File: src/tcgr_pkg.sv
// shared types, constants and color functions of the text cell glyph renderer
`default_nettype none

package tcgr_pkg;

	// font word width and command queue depth
	localparam int unsigned FONT_W      = 16;
	localparam int unsigned QUEUE_DEPTH = 2;

	// item function codes
	localparam logic FUNC_LOAD = 1'b0;
	localparam logic FUNC_DRAW = 1'b1;

	// monochrome attribute classes and gray levels
	localparam logic [7:0] MDA_CLASS_MASK = 8'h77;
	localparam logic [7:0] MDA_REVERSE    = 8'h70;
	localparam logic [7:0] GRAY_BLACK     = 8'h00;
	localparam logic [7:0] GRAY_DARK      = 8'h3F;
	localparam logic [7:0] GRAY_NORMAL    = 8'h9F;
	localparam logic [7:0] GRAY_BRIGHT    = 8'hFF;

	// attribute bit positions
	localparam int unsigned ATTR_INTENSE = 3;
	localparam int unsigned ATTR_BG_HI   = 7;

	localparam logic [7:0] MASK_ALL = 8'hFF;

	typedef logic [23:0] rgb_t;

	typedef struct packed {
		rgb_t fg;
		rgb_t bg;
	} colors_t;

	// one classified item travelling from front to back
	typedef struct packed {
		logic        is_draw;
		logic [7:0]  glyph;
		logic [3:0]  frow;
		logic [15:0] word;
		rgb_t        fg;
		rgb_t        bg;
		logic        overlay;
	} cmd_t;

	// 16 entry color palette
	function automatic rgb_t ega_color(input logic [3:0] idx);
		rgb_t c;
		unique case (idx)
			4'd0:  c = 24'h000000;
			4'd1:  c = 24'h0000C0;
			4'd2:  c = 24'h00C000;
			4'd3:  c = 24'h00C0C0;
			4'd4:  c = 24'hC00000;
			4'd5:  c = 24'hC000C0;
			4'd6:  c = 24'hC08000;
			4'd7:  c = 24'hC0C0C0;
			4'd8:  c = 24'h808080;
			4'd9:  c = 24'h0000FF;
			4'd10: c = 24'h00FF00;
			4'd11: c = 24'h00FFFF;
			4'd12: c = 24'hFF0000;
			4'd13: c = 24'hFF00FF;
			4'd14: c = 24'hFFFF00;
			4'd15: c = 24'hFFFFFF;
		endcase
		return c;
	endfunction

	function automatic rgb_t gray(input logic [7:0] lv);
		return {lv, lv, lv};
	endfunction

	// foreground and background of an attribute byte
	function automatic colors_t cell_colors(input logic mono, input logic [7:0] attr);
		colors_t    c;
		logic [7:0] cls;
		logic [7:0] f;
		logic [7:0] b;
		cls = attr & MDA_CLASS_MASK;
		f   = GRAY_BLACK;
		b   = GRAY_BLACK;
		if (mono) begin
			priority if (cls == 8'h00) begin
				f = GRAY_BLACK;
				b = GRAY_BLACK;
			end else if (cls == MDA_REVERSE) begin
				f = attr[ATTR_INTENSE] ? GRAY_DARK : GRAY_BLACK;
				b = attr[ATTR_BG_HI] ? GRAY_BRIGHT : GRAY_NORMAL;
			end else begin
				f = attr[ATTR_INTENSE] ? GRAY_BRIGHT : GRAY_NORMAL;
				b = GRAY_BLACK;
			end
			c.fg = gray(f);
			c.bg = gray(b);
		end else begin
			c.fg = ega_color(attr[3:0]);
			c.bg = ega_color({1'b0, attr[6:4]});
		end
		return c;
	endfunction

endpackage

`default_nettype wire

File: src/tcgr_queue.sv
// short command queue between front and back
`default_nettype none

module tcgr_queue import tcgr_pkg::*; (
	input  wire logic  clk,
	input  wire logic  arst_n,
	input  wire logic  push_valid,
	output logic       push_ready,
	input  wire cmd_t  push_cmd,
	output logic       head_valid,
	input  wire logic  pop,
	output cmd_t       head_cmd
);

	localparam int unsigned PTR_W = $clog2(QUEUE_DEPTH);
	localparam int unsigned CNT_W = $clog2(QUEUE_DEPTH + 1);

	cmd_t             ents_q [QUEUE_DEPTH];
	logic [PTR_W-1:0] wr_ptr_q;
	logic [PTR_W-1:0] rd_ptr_q;
	logic [CNT_W-1:0] count_q;
	logic             do_push;
	logic             do_pop;

	assign push_ready = (count_q != CNT_W'(QUEUE_DEPTH));
	assign head_valid = (count_q != '0);
	assign head_cmd   = ents_q[rd_ptr_q];
	assign do_push    = push_valid && push_ready;
	assign do_pop     = pop && head_valid;

	// pointers and fill count
	always_ff @(posedge clk or negedge arst_n) begin
		if (!arst_n) begin
			wr_ptr_q <= '0;
			rd_ptr_q <= '0;
			count_q  <= '0;
		end else begin
			if (do_push) begin
				wr_ptr_q <= (wr_ptr_q == PTR_W'(QUEUE_DEPTH - 1)) ? '0 : wr_ptr_q + 1'b1;
			end
			if (do_pop) begin
				rd_ptr_q <= (rd_ptr_q == PTR_W'(QUEUE_DEPTH - 1)) ? '0 : rd_ptr_q + 1'b1;
			end
			if (do_push && !do_pop) begin
				count_q <= count_q + 1'b1;
			end else if (do_pop && !do_push) begin
				count_q <= count_q - 1'b1;
			end
		end
	end

	// entry storage
	always_ff @(posedge clk) begin
		if (do_push) begin
			ents_q[wr_ptr_q] <= push_cmd;
		end
	end

endmodule

`default_nettype wire

File: config.mk
export PLATFORM = sky130hd
export DESIGN_NAME = tcgr_queue
export DESIGN_NICKNAME = d
export VERILOG_FILES = /design/src/tcgr_pkg.sv /design/src/tcgr_queue.sv
export SDC_FILE = /design/constraint.sdc
export NUM_CORES = 1
export LEC_CHECK = 0
export ABC_AREA = 1
export BUFFER_PORTS_ARGS = -buffer_cell sky130_fd_sc_hd__buf_4
export CAP_MARGIN = 0
export CORE_MARGIN = 2
export CORE_UTILIZATION = 54
export DETAILED_ROUTE_END_ITERATION = 16
export PLACE_DENSITY_LB_ADDON = 0.15
export SLEW_MARGIN = 30
export SYNTH_ARGS = -nofsm -noshare
export SYNTH_HDL_FRONTEND = slang
export SYNTH_SLANG_ARGS = --single-unit
File: constraint.sdc
create_clock -name clk -period 13.6 [get_ports clk]
set_input_delay 2.72 -clock clk [delete_from_list [all_inputs] [get_ports clk]]
set_output_delay 2.72 -clock clk [all_outputs]
set_load 0.005 [all_outputs]
==> results of run 1 <==
==> routing by layer <==
metal  global-route usage [%]  vias to the layer above  routed length (um)
met1                     23.4                     1698                4300
met3                     7.53                       18                 905
met2                     29.1                      139                5310
met5                        0                        -                   0
li1                         -                     1798                   -
met4                     7.97                        0                 221
==> power breakdown <==
group / internal, mW / leakage, nW / switching [mW]
Sequential: 0.675 / 1.50 / 0.0253
Combinational: 0.225 / 1.57 / 0.295
Clock: 0.240 / 0.235 / 0.175
Total: 1.14 / 3.30 / 0.495
==> worst reg2reg max path, stage by stage (launching register included) <==
cell     delay [ns]
dfrtp_1        0.38
inv_1          0.08
nand2_1        0.10
nand2_1        0.18
nor2_4         0.64
buf_4          0.68
==> worst paths after layout <==
kind                                         from                      end  slack, ns  cells past startpoint
max                          rd_ptr_q$_DFFE_PN0P_             head_cmd[61]       8.34                      5
min                        count_q[1]$_DFFE_PN0P_   count_q[1]$_DFFE_PN0P_       0.50                      2
max reg2reg                count_q[0]$_DFFE_PN0P_  ents_q[0][48]$_DFFE_PP_      11.12                      5
min reg2reg                count_q[1]$_DFFE_PN0P_   count_q[1]$_DFFE_PN0P_       0.50                      2
max in group asynchronous                  arst_n     rd_ptr_q$_DFFE_PN0P_      11.50                      1
min in group asynchronous                  arst_n     rd_ptr_q$_DFFE_PN0P_       1.99                      1
==> sequential cells by signal, summed over array words and instances (netlist names) <==
name	flops
ents_q	156
rd_ptr_q	1
count_q	2
wr_ptr_q	1
==> cell families (layout without fill, tap and decap cells) <==
family	after synthesis	after routing
simple gates	249	249
flops	160	160
buf+inv	24	203
xor+xnor	2	2
fa+ha+maj	1	1
==> layout make-up <==
| class | count | share of cell area, % |
|---|---|---|
| clock inverters | 11 | 1.20 |
| inverters | 7 | 0.372 |
| flip-flops and latches | 160 | 61.9 |
| clock buffers | 21 | 5.55 |
| well taps | 140 | 2.27 |
| repair buffers | 164 | 15.9 |
| multi-input cells | 252 | 12.7 |
==> layout by cell type, fill, tap and decap left out, drive strengths merged <==
| cell | instances |
|---|---|
| xor2 | 1 |
| dfrtp | 4 |
| clkinvlp | 6 |
| buf | 164 |
| ha | 1 |
| bufinv | 1 |
| nand3 | 2 |
| nand2 | 244 |
| nor2 | 2 |
| edfxtp | 156 |
| nand4 | 1 |
| xnor2 | 1 |
| inv | 7 |
| clkbuf | 21 |
| clkinv | 4 |
==> through the flow <==
stage          cells  area [um2]
3_3_place_gp     723        7210
6_report         755        7730
5_1_grt          755        7730
3_5_place_dp     723        7210
4_1_cts          755        7730
2_1_floorplan    436        5890
==> impl_metrics.tcl, run 1 <==
set metrics [dict create \
    status "finished, final reports clean" \
    synthTopCellsByArea "edfxtp_1, nand2_1, dfrtp_1, buf_2, buf_6" \
    cts_tree "built" \
    grt_antenna_before_repair 0 \
    drv_slew 0 \
    synthSimpleGateAreaFrac_pct 15.9 \
    routed_wirelength_mm 10.7 \
    synth_edf_count 156 \
    final_core_utilization_pct 71.9 \
    diodes 0 \
    synth_common_cells "nand2_1, edfxtp_1, buf_2, inv_1, dfrtp_1" \
    yosysWarningCount 0 \
    grt_use_total_pct 18.7 \
    crit_path_start_kind "register" \
    vias 3653 \
    portBuffers 161 \
    post-route-drc-count 0 \
    die_y_um 108 \
    synthArstFlopShare_pct 2.50 \
    cp_max_fo 80 \
    clk_pin_slew_ns 0.06 \
    ys_seq_area_share_pct 81.2 \
    wl_per_cell_um 14.2 \
    core_area_um2 10700 \
    syn_area_per_cell_um2 13.5 \
    setup-tns-final_ns 0 \
    fmax_ghz 0.190 \
    cpPeakStageDelay_ns 0.68 \
    grt_max_degree 81 \
    gp_congestion 0.691 \
    period_share_pct 38.7 \
    pre_cts_ws_ns 8.82 \
    synth_top_area_share_pct 79.5 \
    cap_violations 0 \
    arrival_ns 2.54 \
    vias_per_cell 4.84 \
    synth_top_family_by_area "simple AND/OR/NAND/NOR gates" \
    grt_remaining_overflow 0 \
    cts_setup_buffers 0 \
    yosys.area_share.adder_pct 0.212 \
    cts_root_buf "clkbuf_8" \
    grt_first_pass_wirelength_mm 16.1 \
    path_cells "buf_4, inv_4, nand2_1, nand2_1, buf_4" \
    worstSkewPairLatency_ns 0.51 \
    cts_buffers 17 \
    cp.buffers_inverters 3 \
    cts_htree_levels 4 \
    synth_top_flop_cell "edfxtp_1" \
    synth_nets 519 \
    drt-pass1-iter-count 4 \
    cts_buffer_depth 2 \
    synth_xor_area_share_pct 0.297 \
    ant_nets 0 \
    slew_headroom_pct 41.5 \
    ctsHoldBuffers 0 \
    io_pins 162 \
    cp_slowest_cell "buf_4" \
    setup_viol 0 \
    clock_sinks 160 \
    grt_pass1_vias 3447 \
    hold_path_class "register to register" \
    nNetsFinal 685 \
    die-area_um2 11800 \
    whs_ns 0.502 \
    register_area_um2 4790 \
    synth_most_common_cell "nand2_1" \
    synth_compound_area_share_pct 0 \
    crit_family "buffers and inverters" \
    synth.distinct_cells 14 \
    synthMuxAreaShare_pct 0 \
    ys_ff_latch 160 \
    rsz0062_at_grt "no" \
    dp_hpwl_mm 6.59 \
    endpoint_kind "output pin" \
    skew_ns 0.00484 \
    initial_core_util_pct 54.8 \
    drtIter0Drc 187 \
    syn_inst 436 \
    setup.worst_path.class "register to output pin" \
    synth_area_um2 5890 \
    finalHoldViolations 0 \
    tightest_slew_ns 0.877 \
    yosysTopAreaCell "edfxtp_1" \
    die_width_um 108 \
    fillers 722 \
    multi_input_area_um2 985 \
    total_power_mw 1.63 \
    syn_to_final_growth_pct 31.2 \
    period_needed_ns 5.26 \
    timing.final.ws_setup_ns 8.34 \
    rows 38 \
    cts_resized 0 \
    drive_above_1_share_pct 31.5 \
    ir_drop_mv 0.138 \
    power_density_nw_per_um2 212 \
    worstPathRequired_ns 10.88 \
    leakage_nw 3.30 \
]
Note: power is estimated with default switching activity, not from simulation.
==> run 2: changes to the inputs <==
--- a/config.mk
+++ b/config.mk
@@ -9,7 +9,7 @@
 export BUFFER_PORTS_ARGS = -buffer_cell sky130_fd_sc_hd__buf_4
 export CAP_MARGIN = 0
 export CORE_MARGIN = 2
-export CORE_UTILIZATION = 54
+export CORE_UTILIZATION = 52
 export DETAILED_ROUTE_END_ITERATION = 16
 export PLACE_DENSITY_LB_ADDON = 0.15
 export SLEW_MARGIN = 30
==> constraint.sdc (replaced) <==
create_clock -name clk -period 5.1 [get_ports clk]
set_input_delay 1.02 -clock clk [delete_from_list [all_inputs] [get_ports clk]]
set_output_delay 1.02 -clock clk [all_outputs]
set_load 0.005 [all_outputs]
==> run 2 against run 1 <==
  * Combinational power rose to 2.6 times the previous value
  * Via count grew 3.0%
  * Die area increased by 3.7%
  * Global-route usage is 0.99 points higher
  * First-iteration DRC count increased by 16%
  * Cell area up 0.73%
  * Non-clock buffer count up 1
  * Hold slack worse by 0.11 ns
  * Utilization shrank 0.74 points
  * Sequential cell count stayed put
  * Count of clock-buffer cells in the layout shrank 3
  * Routed wire length is 10% higher
  * Critical path type unchanged
==> impl_metrics.tcl, run 2 (synthesized netlist as in run 1, its figures left out) <==
set metrics [dict create \
    swShare_pct 31.0 \
    grt_use_total_pct 19.7 \
    tightest_slew_ns 0.955 \
    power.internal_mw 3.04 \
    finalHoldViolations 0 \
    routed_wirelength_mm 11.8 \
    nNetsFinal 686 \
    grt_antenna_before_repair 0 \
    grt_first_pass_wirelength_mm 18.7 \
    reg.largest.list "ents_q: 156 flops, count_q: 2 flops" \
    status "finished, final reports clean" \
    whs_ns 0.395 \
    timing.rr.end "ents_q[1][51]$_DFFE_PP_" \
    drv_slew 0 \
    rrSetupSlack_ns 2.92 \
    p_comb_share_pct 31.2 \
    grt_max_degree 80 \
    cts_setup_buffers 0 \
    worstPathRequired_ns 4.08 \
    cts_htree_levels 4 \
    rows 38 \
    fmax_ghz 0.289 \
    arrival_ns 2.44 \
    r2r_cells 5 \
    cts_tree "built" \
    setup.worst_path.class "register to output pin" \
    cts_buffer_depth 2 \
    period_share_pct 67.9 \
    gp_congestion 0.706 \
    final_cell_area_um2 7780 \
    mostFrequentLayoutCell "nand2_1" \
    cap_violations 0 \
    cts_buffers 17 \
    die-area_um2 12200 \
    syn_to_final_growth_pct 32.1 \
    final_core_utilization_pct 71.2 \
    skew_ns 0.0109 \
    hold_path_class "input pin to async pin" \
    crit_top_cell "nand2_1" \
    cpPeakStageDelay_ns 0.99 \
    ctsHoldBuffers 0 \
    io_pins 162 \
    p_clk_share_pct 25.0 \
    mostFrequentLayoutCells "nand2_1, buf_4, edfxtp_1" \
    core_area_um2 10900 \
    worstSkewPairLatency_ns 0.41 \
    p_seq_share_pct 43.8 \
    cp.buffers_inverters 2 \
    dp.cells 724 \
    die_width_um 110 \
    power_density_nw_per_um2 566 \
    total_power_mw 4.41 \
    fin_cells 756 \
    endpoint_kind "output pin" \
    placed_cell_area_um2 7260 \
    crit_family "flip-flops" \
    grt_remaining_overflow 0 \
    reg2reg_from "count_q[0]$_DFFE_PN0P_" \
    portBuffers 161 \
    drive_above_1_share_pct 31.8 \
    leakage_nw 3.33 \
    crit_cells 4 \
    largest_register_ffs 156 \
    cp_max_fo 79 \
    ir_drop_mv 0.309 \
    initial_core_util_pct 53.9 \
    crit_path_start_kind "register" \
    path_cells "inv_4, nand2_1, nand2_1, buf_4" \
    grt_pass1_vias 3920 \
    drt-pass1-iter-count 4 \
    post-route-drc-count 0 \
    slew_headroom_pct 36.3 \
    setup_viol 0 \
    cp_slowest_cell "dfrtp_2" \
    vias 3763 \
    die_y_um 110 \
    top_register "ents_q" \
    wl_per_cell_um 15.7 \
    vias_per_cell 4.98 \
    rsz0062_at_grt "no" \
    pre_cts_ws_ns 2.05 \
    clock_sinks 160 \
    ant_nets 0 \
    setup-tns-final_ns 0 \
    timing.final.ws_setup_ns 1.64 \
    dp_hpwl_mm 7.57 \
    clk_pin_slew_ns 0.06 \
    period_needed_ns 3.46 \
    netSwitchingPower_mw 1.36 \
    drtIter0Drc 217 \
    diodes 0 \
    cts_root_buf "clkbuf_16" \
    cts_resized 0 \
]
==> run 2: cell types whose count changed in the layout (fill, tap and decap cells not counted), moves of 2 or more <==
cell	before	now
clkinv_4	0	7
clkinvlp_4	6	2
clkbuf_1	4	1
buf_12	0	2
buf_4	164	162
clkinv_1	2	4
==> run 2: worst max path at each step <==
stage | start | to | slack [ns]
after global routing | rd_ptr_q$_DFFE_PN0P_ | head_cmd[61] | 1.47
after CTS | rd_ptr_q$_DFFE_PN0P_ | head_cmd[49] | 1.60
after global placement | rd_ptr_q$_DFFE_PN0P_ | head_cmd[59] | 2.10
after detailed placement | rd_ptr_q$_DFFE_PN0P_ | head_cmd[49] | 2.05
after floorplan | push_valid | ents_q[0][0]$_DFFE_PP_ | 0.20
final | rd_ptr_q$_DFFE_PN0P_ | head_cmd[49] | 1.64
==> run 2: area by class of cell <==
type	instances	area, um2
timing repair buffer	165	1280
sequential	160	4790
tap	140	175
inverter	7	28.8
clock inverter	14	96.3
fill	767	3150
multi-input combinational	252	985
clock buffer	18	429
==> run 2: routing by layer <==
metal | share of wire, % | vias up | global-route usage [%]
met5 | 0 | - | 0
met4 | 1.7 | 0 | 7.33
met3 | 8.3 | 15 | 8.45
met2 | 51 | 147 | 32.5
met1 | 40 | 1795 | 23.1
li1 | - | 1806 | -
==> run 2: power groups by stage <==
stage | logic [mW] | clock network [mW] | registers [mW]
after floorplan | 0.704 | 0 | 1.91
after global placement | 1.36 | 0 | 1.95
after detailed placement | 1.40 | 0 | 1.96
after CTS | 1.41 | 1.12 | 1.93
after global routing | 1.53 | 1.19 | 1.96
final | 1.37 | 1.10 | 1.93
