<file path="src/tcgr_pkg.sv">
// shared types, constants and color functions of the text cell glyph renderer
`default_nettype none

package tcgr_pkg;

	// font word width and command queue depth
	localparam int unsigned FONT_W      = 16;
	localparam int unsigned QUEUE_DEPTH = 2;

	// item function codes
	localparam logic FUNC_LOAD = 1'b0;
	localparam logic FUNC_DRAW = 1'b1;

	// monochrome attribute classes and gray levels
	localparam logic [7:0] MDA_CLASS_MASK = 8'h77;
	localparam logic [7:0] MDA_REVERSE    = 8'h70;
	localparam logic [7:0] GRAY_BLACK     = 8'h00;
	localparam logic [7:0] GRAY_DARK      = 8'h3F;
	localparam logic [7:0] GRAY_NORMAL    = 8'h9F;
	localparam logic [7:0] GRAY_BRIGHT    = 8'hFF;

	// attribute bit positions
	localparam int unsigned ATTR_INTENSE = 3;
	localparam int unsigned ATTR_BG_HI   = 7;

	localparam logic [7:0] MASK_ALL = 8'hFF;

	typedef logic [23:0] rgb_t;

	typedef struct packed {
		rgb_t fg;
		rgb_t bg;
	} colors_t;

	// one classified item travelling from front to back
	typedef struct packed {
		logic        is_draw;
		logic [7:0]  glyph;
		logic [3:0]  frow;
		logic [15:0] word;
		rgb_t        fg;
		rgb_t        bg;
		logic        overlay;
	} cmd_t;

	// 16 entry color palette
	function automatic rgb_t ega_color(input logic [3:0] idx);
		rgb_t c;
		unique case (idx)
			4'd0:  c = 24'h000000;
			4'd1:  c = 24'h0000C0;
			4'd2:  c = 24'h00C000;
			4'd3:  c = 24'h00C0C0;
			4'd4:  c = 24'hC00000;
			4'd5:  c = 24'hC000C0;
			4'd6:  c = 24'hC08000;
			4'd7:  c = 24'hC0C0C0;
			4'd8:  c = 24'h808080;
			4'd9:  c = 24'h0000FF;
			4'd10: c = 24'h00FF00;
			4'd11: c = 24'h00FFFF;
			4'd12: c = 24'hFF0000;
			4'd13: c = 24'hFF00FF;
			4'd14: c = 24'hFFFF00;
			4'd15: c = 24'hFFFFFF;
		endcase
		return c;
	endfunction

	function automatic rgb_t gray(input logic [7:0] lv);
		return {lv, lv, lv};
	endfunction

	// foreground and background of an attribute byte
	function automatic colors_t cell_colors(input logic mono, input logic [7:0] attr);
		colors_t    c;
		logic [7:0] cls;
		logic [7:0] f;
		logic [7:0] b;
		cls = attr & MDA_CLASS_MASK;
		f   = GRAY_BLACK;
		b   = GRAY_BLACK;
		if (mono) begin
			priority if (cls == 8'h00) begin
				f = GRAY_BLACK;
				b = GRAY_BLACK;
			end else if (cls == MDA_REVERSE) begin
				f = attr[ATTR_INTENSE] ? GRAY_DARK : GRAY_BLACK;
				b = attr[ATTR_BG_HI] ? GRAY_BRIGHT : GRAY_NORMAL;
			end else begin
				f = attr[ATTR_INTENSE] ? GRAY_BRIGHT : GRAY_NORMAL;
				b = GRAY_BLACK;
			end
			c.fg = gray(f);
			c.bg = gray(b);
		end else begin
			c.fg = ega_color(attr[3:0]);
			c.bg = ega_color({1'b0, attr[6:4]});
		end
		return c;
	endfunction

endpackage

`default_nettype wire

</file>
<file path="src/tcgr_if.sv">
// item channel interfaces of the text cell glyph renderer
`default_nettype none

interface tcgr_in_if;
	logic        valid;
	logic        ready;
	logic        func;
	logic [7:0]  char_code;
	logic [3:0]  font_row;
	logic [15:0] font_word;
	logic [7:0]  attr;
	logic        overlay;

	modport source (output valid, func, char_code, font_row, font_word, attr, overlay,
		input ready);
	modport sink (input valid, func, char_code, font_row, font_word, attr, overlay,
		output ready);
endinterface


`default_nettype wire

</file>
<file path="src/tcgr_front.sv">
// front end: mode register, item classification and color lookup
`default_nettype none

module tcgr_front import tcgr_pkg::*; #(
	parameter int unsigned GLYPH_ROWS  = 16,
	parameter int unsigned GLYPH_COUNT = 256
) (
	input  wire logic  clk,
	input  wire logic  arst_n,
	input  wire logic  cfg_we,
	input  wire logic  cfg_wdata,
	tcgr_in_if.sink    cell_in,
	output logic       push_valid,
	input  wire logic  push_ready,
	output cmd_t       push_cmd,
	output logic       mono_mode
);

	logic       mono_q;
	logic [7:0] glyph;
	logic       keep;
	colors_t    colors;

	// mode register
	always_ff @(posedge clk or negedge arst_n) begin
		if (!arst_n) begin
			mono_q <= 1'b0;
		end else if (cfg_we) begin
			mono_q <= cfg_wdata;
		end
	end

	assign mono_mode = mono_q;

	// glyph number wraps once at the glyph count
	always_comb begin
		if ({1'b0, cell_in.char_code} >= 9'(GLYPH_COUNT)) begin
			glyph = 8'({1'b0, cell_in.char_code} - 9'(GLYPH_COUNT));
		end else begin
			glyph = cell_in.char_code;
		end
	end

	// loads to rows beyond the glyph height are dropped
	assign keep = (cell_in.func == FUNC_DRAW) ||
		({2'b00, cell_in.font_row} < 6'(GLYPH_ROWS));

	assign colors = cell_colors(mono_q, cell_in.attr);

	// classified item into the queue
	always_comb begin
		push_cmd.is_draw = (cell_in.func == FUNC_DRAW);
		push_cmd.glyph   = glyph;
		push_cmd.frow    = cell_in.font_row;
		push_cmd.word    = cell_in.font_word;
		push_cmd.fg      = colors.fg;
		push_cmd.bg      = colors.bg;
		push_cmd.overlay = cell_in.overlay;
	end

	assign push_valid    = cell_in.valid && keep;
	assign cell_in.ready = push_ready;

endmodule

`default_nettype wire

</file>
<file path="src/flat_wrapper.sv">
// flat-port wrapper written by rule: the top's interface ports become plain ports
module tcgr_front_flat import tcgr_pkg::*;
#(
	parameter int unsigned GLYPH_ROWS  = 16,
	parameter int unsigned GLYPH_COUNT = 256
)
  (clk, arst_n, cfg_we, cfg_wdata, push_valid, push_ready, push_cmd, mono_mode, cell_in_valid, cell_in_func, cell_in_char_code, cell_in_font_row, cell_in_font_word, cell_in_attr, cell_in_overlay, cell_in_ready);
  tcgr_in_if cell_in_i ();
  input  wire logic clk;
  input  wire logic arst_n;
  input  wire logic cfg_we;
  input  wire logic cfg_wdata;
  output logic push_valid;
  input  wire logic push_ready;
  output cmd_t push_cmd;
  output logic mono_mode;
  input wire logic [$bits(cell_in_i.valid)-1:0] cell_in_valid;
  input wire logic [$bits(cell_in_i.func)-1:0] cell_in_func;
  input wire logic [$bits(cell_in_i.char_code)-1:0] cell_in_char_code;
  input wire logic [$bits(cell_in_i.font_row)-1:0] cell_in_font_row;
  input wire logic [$bits(cell_in_i.font_word)-1:0] cell_in_font_word;
  input wire logic [$bits(cell_in_i.attr)-1:0] cell_in_attr;
  input wire logic [$bits(cell_in_i.overlay)-1:0] cell_in_overlay;
  output wire logic [$bits(cell_in_i.ready)-1:0] cell_in_ready;
  assign cell_in_i.valid = cell_in_valid;
  assign cell_in_i.func = cell_in_func;
  assign cell_in_i.char_code = cell_in_char_code;
  assign cell_in_i.font_row = cell_in_font_row;
  assign cell_in_i.font_word = cell_in_font_word;
  assign cell_in_i.attr = cell_in_attr;
  assign cell_in_i.overlay = cell_in_overlay;
  assign cell_in_ready = cell_in_i.ready;
  tcgr_front #(.GLYPH_ROWS(GLYPH_ROWS), .GLYPH_COUNT(GLYPH_COUNT)) u_core (.clk(clk), .arst_n(arst_n), .cfg_we(cfg_we), .cfg_wdata(cfg_wdata), .cell_in(cell_in_i), .push_valid(push_valid), .push_ready(push_ready), .push_cmd(push_cmd), .mono_mode(mono_mode));
endmodule
</file>
<file path="config.mk">
export PLATFORM = sky130hd
export DESIGN_NAME = tcgr_front_flat
export DESIGN_NICKNAME = d
export VERILOG_FILES = /design/src/tcgr_pkg.sv /design/src/tcgr_if.sv /design/src/tcgr_front.sv /design/src/flat_wrapper.sv
export SDC_FILE = /design/constraint.sdc
export NUM_CORES = 1
export LEC_CHECK = 0
export BUFFER_PORTS_ARGS = -buffer_cell sky130_fd_sc_hd__clkbuf_2
export CORE_ASPECT_RATIO = 1.2
export CORE_MARGIN = 1.5
export CORE_UTILIZATION = 31
export CTS_BUF_LIST = sky130_fd_sc_hd__clkbuf_16
export CTS_CLUSTER_DIAMETER = 80
export CTS_CLUSTER_SIZE = 25
export DETAILED_ROUTE_END_ITERATION = 6
export HOLD_SLACK_MARGIN = 0.12
export PLACE_DENSITY = 0.87
export SLEW_MARGIN = 40
export SYNTH_ARGS = -nofsm -noshare
export SYNTH_HDL_FRONTEND = slang
export SYNTH_SLANG_ARGS = --single-unit
</file>
<file path="constraint.sdc">
create_clock -name clk -period 3.2 [get_ports clk]
set_input_delay 0 -clock clk [delete_from_list [all_inputs] [get_ports clk]]
set_output_delay 0 -clock clk [all_outputs]
set_load 0.005 [all_outputs]
</file>
==> impl_metrics.tcl, run 1 <==
set metrics [dict create \
    vias 812 \
    seq_area_um2 25.0 \
    synth_cell_types 25 \
    gr-usage-all-layers_pct 12.9 \
    p_total_mw 0.149 \
    dieArea_um2 2820 \
    status "finished clean" \
    crit_arrival_ns 1.92 \
    seqPwrFrac_pct 12.3 \
    port_buffers 60 \
    critical_path.max_fanout 15 \
    fmax_mhz 521 \
    setup.worst_path.start_class "primary input" \
    row_count 19 \
    finalCriticalPeriod_ns 1.92 \
    area_delta_synth_final_pct 26.4 \
    grt_pass1_wl_mm 2.98 \
    cp-end-kind "primary output" \
    tns_ns 0 \
    setup_viol 0 \
    nFillCells 246 \
    ys_ff_latch 1 \
    mostFrequentLayoutCell "clkbuf_2" \
    dp_hpwl_mm 1.55 \
    io_pins 125 \
    vias_per_cell 4.59 \
    yosysSeqAreaShare_pct 3.22 \
    path_class "in2out" \
    syn_avg_cell_area_um2 6.70 \
    grt_pass1_vias 676 \
    peakVddDrop_mv 0.0983 \
    dieHeight_um 57.8 \
    final_max_slew_viol_count 0 \
    drt_iter0_drc 12 \
    yosysWarnings 0 \
    pwr-share-clk_pct 0 \
    slew_headroom_pct 51.2 \
    yosysTopAreaCell "buf_4" \
    syn_area_um2 777 \
    switching_power_mw 0.0660 \
    crit_path_top_delay_cell "nor2_1" \
    synth_area_leaders "buf_4 58%, o21ai_0 3.9%, nand2_1 3.4%" \
    rsz0062_at_grt "no" \
    power_frac_comb_pct 87.7 \
    final_antenna_net_count 0 \
    cp_data_required_time_ns 3.20 \
    syn_inst 116 \
    dpl_cell_area_um2 652 \
    finClkSkew_ns 0 \
    syn_nets 160 \
    hold_viol_final 0 \
    routabilityCongestion 0.810 \
    die_w_um 48.7 \
    p_sw_share_pct 44.2 \
    wire_per_inst_um 12.0 \
    cp_slowest_stage_delay_ns 0.60 \
    drive_gt1_share_pct 42.5 \
    initial_core_util_pct 33.4 \
    firstDrtPassIters 4 \
    clock_latency_ns 0 \
    cts_resized 0 \
    worstRegToRegCells 2 \
    diodes 0 \
    power.leakage_nw 0.520 \
    clk_pin_slew_ns 0 \
    tightest_slew_ns 0.729 \
    cts_setup_buffers 0 \
    wirelength_mm 2.12 \
    grt_max_degree 16 \
    nets 192 \
    min_period_over_period_pct 60.0 \
    final_cell_mix "60 x clkbuf_2, 33 x dlygate4sd3_1, 7 x nand2_1" \
    cap_violations 0 \
    hold_class "in2reg" \
    cellPowerDensity_nw_per_um2 152 \
    crit_chain "clkbuf_2 > or3_1 > or3_1 > nor2_1 > clkbuf_2" \
    grt.overflow.total 0 \
    worstHoldPathCells 2 \
    synth_top_area_share_pct 58.0 \
    antenna_found_initial 0 \
    largest_register_ffs 1 \
    design_area_um2 982 \
    p_int_mw 0.0833 \
    hold_ws_ns 0.199 \
    drc_errors 0 \
    multi_input_area_um2 265 \
    core_um2 2330 \
]
==> area by class of cell <==
| type | instances | share of cell area, % |
|---|---|---|
| multi-input combinational | 46 | 27.0 |
| sequential | 1 | 2.55 |
| timing repair buffer | 93 | 64.2 |
| inverter | 6 | 2.29 |
| tap | 31 | 3.95 |
==> worst paths after layout <==
kind,slack [ns],end,from
worst max-delay path,1.28,push_cmd[1],cell_in_attr[0]
worst min-delay path,0.20,u_core.mono_mode$_DFFE_PN0P_,cfg_we
worst max register to register,2.09,u_core.mono_mode$_DFFE_PN0P_,u_core.mono_mode$_DFFE_PN0P_
worst min register to register,0.97,u_core.mono_mode$_DFFE_PN0P_,u_core.mono_mode$_DFFE_PN0P_
max in group asynchronous,2.79,u_core.mono_mode$_DFFE_PN0P_,arst_n
min in group asynchronous,0.32,u_core.mono_mode$_DFFE_PN0P_,arst_n
==> what timing repair did <==
item / CTS / global route
hold buffers: 33 / 0
setup endpoints to repair: 0 / 0
hold endpoints to repair: 33 / 0
==> power by group through the flow <==
stage / registers (mW) / logic, mW / clock network [mW]
after global placement: 0.0183 / 0.0919 / 0
after global routing: 0.0188 / 0.143 / 0
after detailed placement: 0.0183 / 0.0934 / 0
after CTS: 0.0183 / 0.132 / 0
after floorplan: 0.0151 / 0.100 / 0
final: 0.0183 / 0.131 / 0
==> Yosys cell counts <==
cell type  count
o31ai_1        1
buf_2          2
o211ai_1       1
inv_1          6
nand2_1        7
nor3_1         2
o22ai_1        2
o32ai_2        1
buf_4         60
o21ai_0        6
dfrtp_1        1
nor4_1         1
or3_1          4
a21oi_1        4
o311ai_0       1
mux2i_1        1
a311oi_1       1
a21o_1         1
a211oi_1       1
o21ai_1        1
nor2b_1        1
clkbuf_1       1
nor2_1         6
o31ai_2        1
nand3_1        3
==> routing by layer <==
metal / vias up / track usage [%] / share of wire, %
met5: - / 0 / 0
met3: 2 / 2.06 / 11
met2: 84 / 27.0 / 53
met4: 0 / 0.408 / 0.66
li1: 387 / - / -
met1: 339 / 14.0 / 35
==> worst max-delay path: cells and delay by family <==
family,cells,cell delay [ns]
AND/OR/NAND/NOR,3,1.57
buffers and inverters,2,0.34
==> stage by stage <==
step / util (%) / cells / worst slack (ns)
finish: 42.2 / 177 / 1.28
global route: 42.2 / 177 / 1.11
CTS: 42.2 / 177 / 1.25
detailed placement: 28.0 / 144 / 1.25
global placement: 28.0 / 144 / 1.31
floorplan: - / 116 / 1.46
==> kinds of logic (layout without fill, tap and decap cells) <==
| group | after synthesis | in the layout | synth area share [%] |
|---|---|---|---|
| AO/OA/AOI/OAI | 21 | 21 | 18.5 |
| flip-flops | 1 | 1 | 3.22 |
| multiplexers | 1 | 1 | 1.29 |
| buffers and inverters | 69 | 99 | 62.6 |
| AND/OR/NAND/NOR | 24 | 24 | 14.3 |
No activity file was read; power rests on OpenSTA's default activity.
==> run 2: changes to the inputs <==
--- a/config.mk
+++ b/config.mk
@@ -5,16 +5,17 @@
 export SDC_FILE = /design/constraint.sdc
 export NUM_CORES = 1
 export LEC_CHECK = 0
+export ABC_AREA = 1
 export BUFFER_PORTS_ARGS = -buffer_cell sky130_fd_sc_hd__clkbuf_2
 export CORE_ASPECT_RATIO = 1.2
 export CORE_MARGIN = 1.5
-export CORE_UTILIZATION = 31
+export CORE_UTILIZATION = 25
 export CTS_BUF_LIST = sky130_fd_sc_hd__clkbuf_16
 export CTS_CLUSTER_DIAMETER = 80
 export CTS_CLUSTER_SIZE = 25
 export DETAILED_ROUTE_END_ITERATION = 6
 export HOLD_SLACK_MARGIN = 0.12
-export PLACE_DENSITY = 0.87
+export PLACE_DENSITY = 0.76
 export SLEW_MARGIN = 40
 export SYNTH_ARGS = -nofsm -noshare
 export SYNTH_HDL_FRONTEND = slang
==> constraint.sdc (replaced) <==
create_clock -name clk -period 1.55 [get_ports clk]
set_input_delay 0 -clock clk [delete_from_list [all_inputs] [get_ports clk]]
set_output_delay 0 -clock clk [all_outputs]
set_load 0.005 [all_outputs]
==> run 2 against run 1 <==
- via count is 3.4% lower
- design area is 0.38% lower
- largest cell class unchanged
- sequential share of layout area hardly changed
- synthesized cell count is 4.3% higher
- power is 110% higher
- combinational power is 110% higher
- largest power group unchanged
==> impl_metrics.tcl, run 2 <==
set metrics [dict create \
    switching_power_mw 0.139 \
    yosysTopAreaCell "buf_4" \
    crit_arrival_ns 1.22 \
    hold_viol_final 0 \
    cp-end-kind "primary output" \
    wirelength_mm 1.87 \
    die_w_um 53.4 \
    grt_pass1_wl_mm 2.59 \
    setup.worst_path.end "push_cmd[4]" \
    cellPowerDensity_nw_per_um2 322 \
    wire_per_inst_um 9.99 \
    core_um2 2840 \
    async_flop_share_pct 100 \
    dieHeight_um 63.5 \
    path_class "reg2out" \
    synth_area_leaders "buf_4 60%, nand2_1 8.9%, inv_1 5.4%" \
    final_antenna_net_count 0 \
    slew_headroom_pct 68.0 \
    rsz0062_at_grt "no" \
    drive_gt1_share_pct 42.5 \
    synth-edff-count 0 \
    mostFrequentLayoutCell "clkbuf_2" \
    dieArea_um2 3390 \
    largest_register_ffs 1 \
    syn_nets 165 \
    syn_inst 121 \
    vias 784 \
    synth_top_area_share_pct 60.0 \
    finalCriticalPeriod_ns 1.22 \
    final_max_slew_viol_count 0 \
    dp_hpwl_mm 1.40 \
    clock_latency_ns 0 \
    yosysSeqAreaShare_pct 3.28 \
    min_period_over_period_pct 78.5 \
    grt.overflow.total 0 \
    yosysWarnings 0 \
    power_frac_comb_pct 87.6 \
    setup.worst_path.start_class "register" \
    vias_per_cell 4.19 \
    hold_ws_ns 0.231 \
    crit-reg2reg-launch "u_core.mono_mode$_DFFE_PN0P_" \
    r2r-end "u_core.mono_mode$_DFFE_PN0P_" \
    tightest_slew_ns 0.480 \
    netlist_top_cells_count "61 x buf_4, 18 x nand2_1, 11 x inv_1" \
    initial_core_util_pct 26.9 \
    routabilityCongestion 0.676 \
    final_cell_mix "60 x clkbuf_2, 33 x dlygate4sd3_1, 18 x nand2_1" \
    cts_resized 0 \
    io_pins 125 \
    syn_avg_cell_area_um2 6.31 \
    clk_pin_slew_ns 0 \
    finClkSkew_ns 0 \
    p_int_mw 0.176 \
    worstSetupStartpoint "u_core.mono_mode$_DFFE_PN0P_" \
    antenna_found_initial 0 \
    drc_errors 0 \
    setup_viol 0 \
    firstDrtPassIters 4 \
    synth_flop_cell "dfrtp_1" \
    multi_input_area_um2 239 \
    cap_violations 0 \
    nFillCells 302 \
    nets 199 \
    drt_iter0_drc 12 \
    critical_path.max_fanout 15 \
    diodes 0 \
    syn_area_um2 763 \
    ys_ff_latch 1 \
    p_sw_share_pct 44.0 \
    grt_max_degree 16 \
    tns_ns 0 \
    cp_data_required_time_ns 1.55 \
    fmax_mhz 822 \
    worstRegToRegCells 2 \
    status "finished clean" \
    fin_util_pct 34.5 \
    gr-usage-all-layers_pct 9.41 \
    seqPwrFrac_pct 12.4 \
    area_delta_synth_final_pct 28.2 \
    grt_pass1_vias 647 \
    port_buffers 60 \
    peakVddDrop_mv 0.218 \
    r2r_setup_slack_ns 0.53 \
    synth_cell_types 15 \
    power.leakage_nw 0.589 \
    pwr-share-clk_pct 0 \
    hold_class "in2reg" \
    seq_area_um2 25.0 \
    row_count 21 \
    synth_most_common_cell "buf_4" \
]
run 2: cell count changes in the layout (fill, tap and decap cells not counted), sizes merged, moves of 3 or more:
cell,before,now
a21oi,4,1
nor2,6,9
nand3,3,10
inv,6,11
or3,4,0
nand2,7,18
run 2: timing repair:
action | 4_1_cts | 5_1_grt
hold buffers | 33 | 0
buffers inserted | 0 | 0
hold endpoints to repair | 33 | 0
run 2: routing by layer:
metal  up-vias  routed length [µm]  GRT usage, %
li1        382                   -             -
met1       327                 616          10.0
met2        75                1010          19.6
met3         0                 240         0.948
met4         0                   0             0
met5         -                   0             0
run 2: final cells by class:
cell class	count	share of cell area, %
flip-flops and latches	1	2.56
inverters	11	4.22
repair buffers	93	64.5
well taps	34	4.35
multi-input cells	48	24.4
run 2: per-stage QoR:
| stage | std cells | total power [mW] | cell area, µm² | setup WS, ns |
|---|---|---|---|---|
| 6_report | 187 | 0.315 | 978 | 0.333 |
| 5_1_grt | 187 | 0.355 | 978 | 0.153 |
| 4_1_cts | 187 | 0.320 | 978 | 0.306 |
| 3_5_place_dp | 154 | 0.242 | 648 | 0.305 |
| 3_3_place_gp | 154 | 0.239 | 648 | 0.352 |
| 2_1_floorplan | 121 | 0.246 | 763 | 0.457 |
run 2: critical path, stage by stage, from the launching register on:
cell	delay [ns]
dfrtp_1	0.62
nand2_1	0.12
inv_1	0.29
clkbuf_2	0.18
run 2: worst min-delay path by stage:
stage / from / end / slack (ns) / depth (start not counted)
global route: cfg_we / u_core.mono_mode$_DFFE_PN0P_ / 0.26 / 2
detailed placement: arst_n / u_core.mono_mode$_DFFE_PN0P_ / -0.22 / 1
CTS: cfg_we / u_core.mono_mode$_DFFE_PN0P_ / 0.24 / 2
finish: cfg_wdata / u_core.mono_mode$_DFFE_PN0P_ / 0.23 / 3
floorplan: arst_n / u_core.mono_mode$_DFFE_PN0P_ / -0.30 / 0
global placement: arst_n / u_core.mono_mode$_DFFE_PN0P_ / -0.22 / 1
run 2: power groups by stage:
stage	registers, mW	logic [mW]	clock network (mW)
3_3_place_gp	0.0386	0.201	0
2_1_floorplan	0.0325	0.214	0
4_1_cts	0.0393	0.281	0
5_1_grt	0.0404	0.315	0
3_5_place_dp	0.0393	0.203	0
6_report	0.0391	0.276	0
run 2: cell families (layout without fill, tap and decap cells):
family | count (synthesis) | in the layout | share of synthesized area (%)
DFF | 1 | 1 | 3.28
and+or+nand+nor | 39 | 39 | 24.9
buffers and inverters | 72 | 104 | 65.4
AOI/OAI and AO/OA | 9 | 9 | 6.39
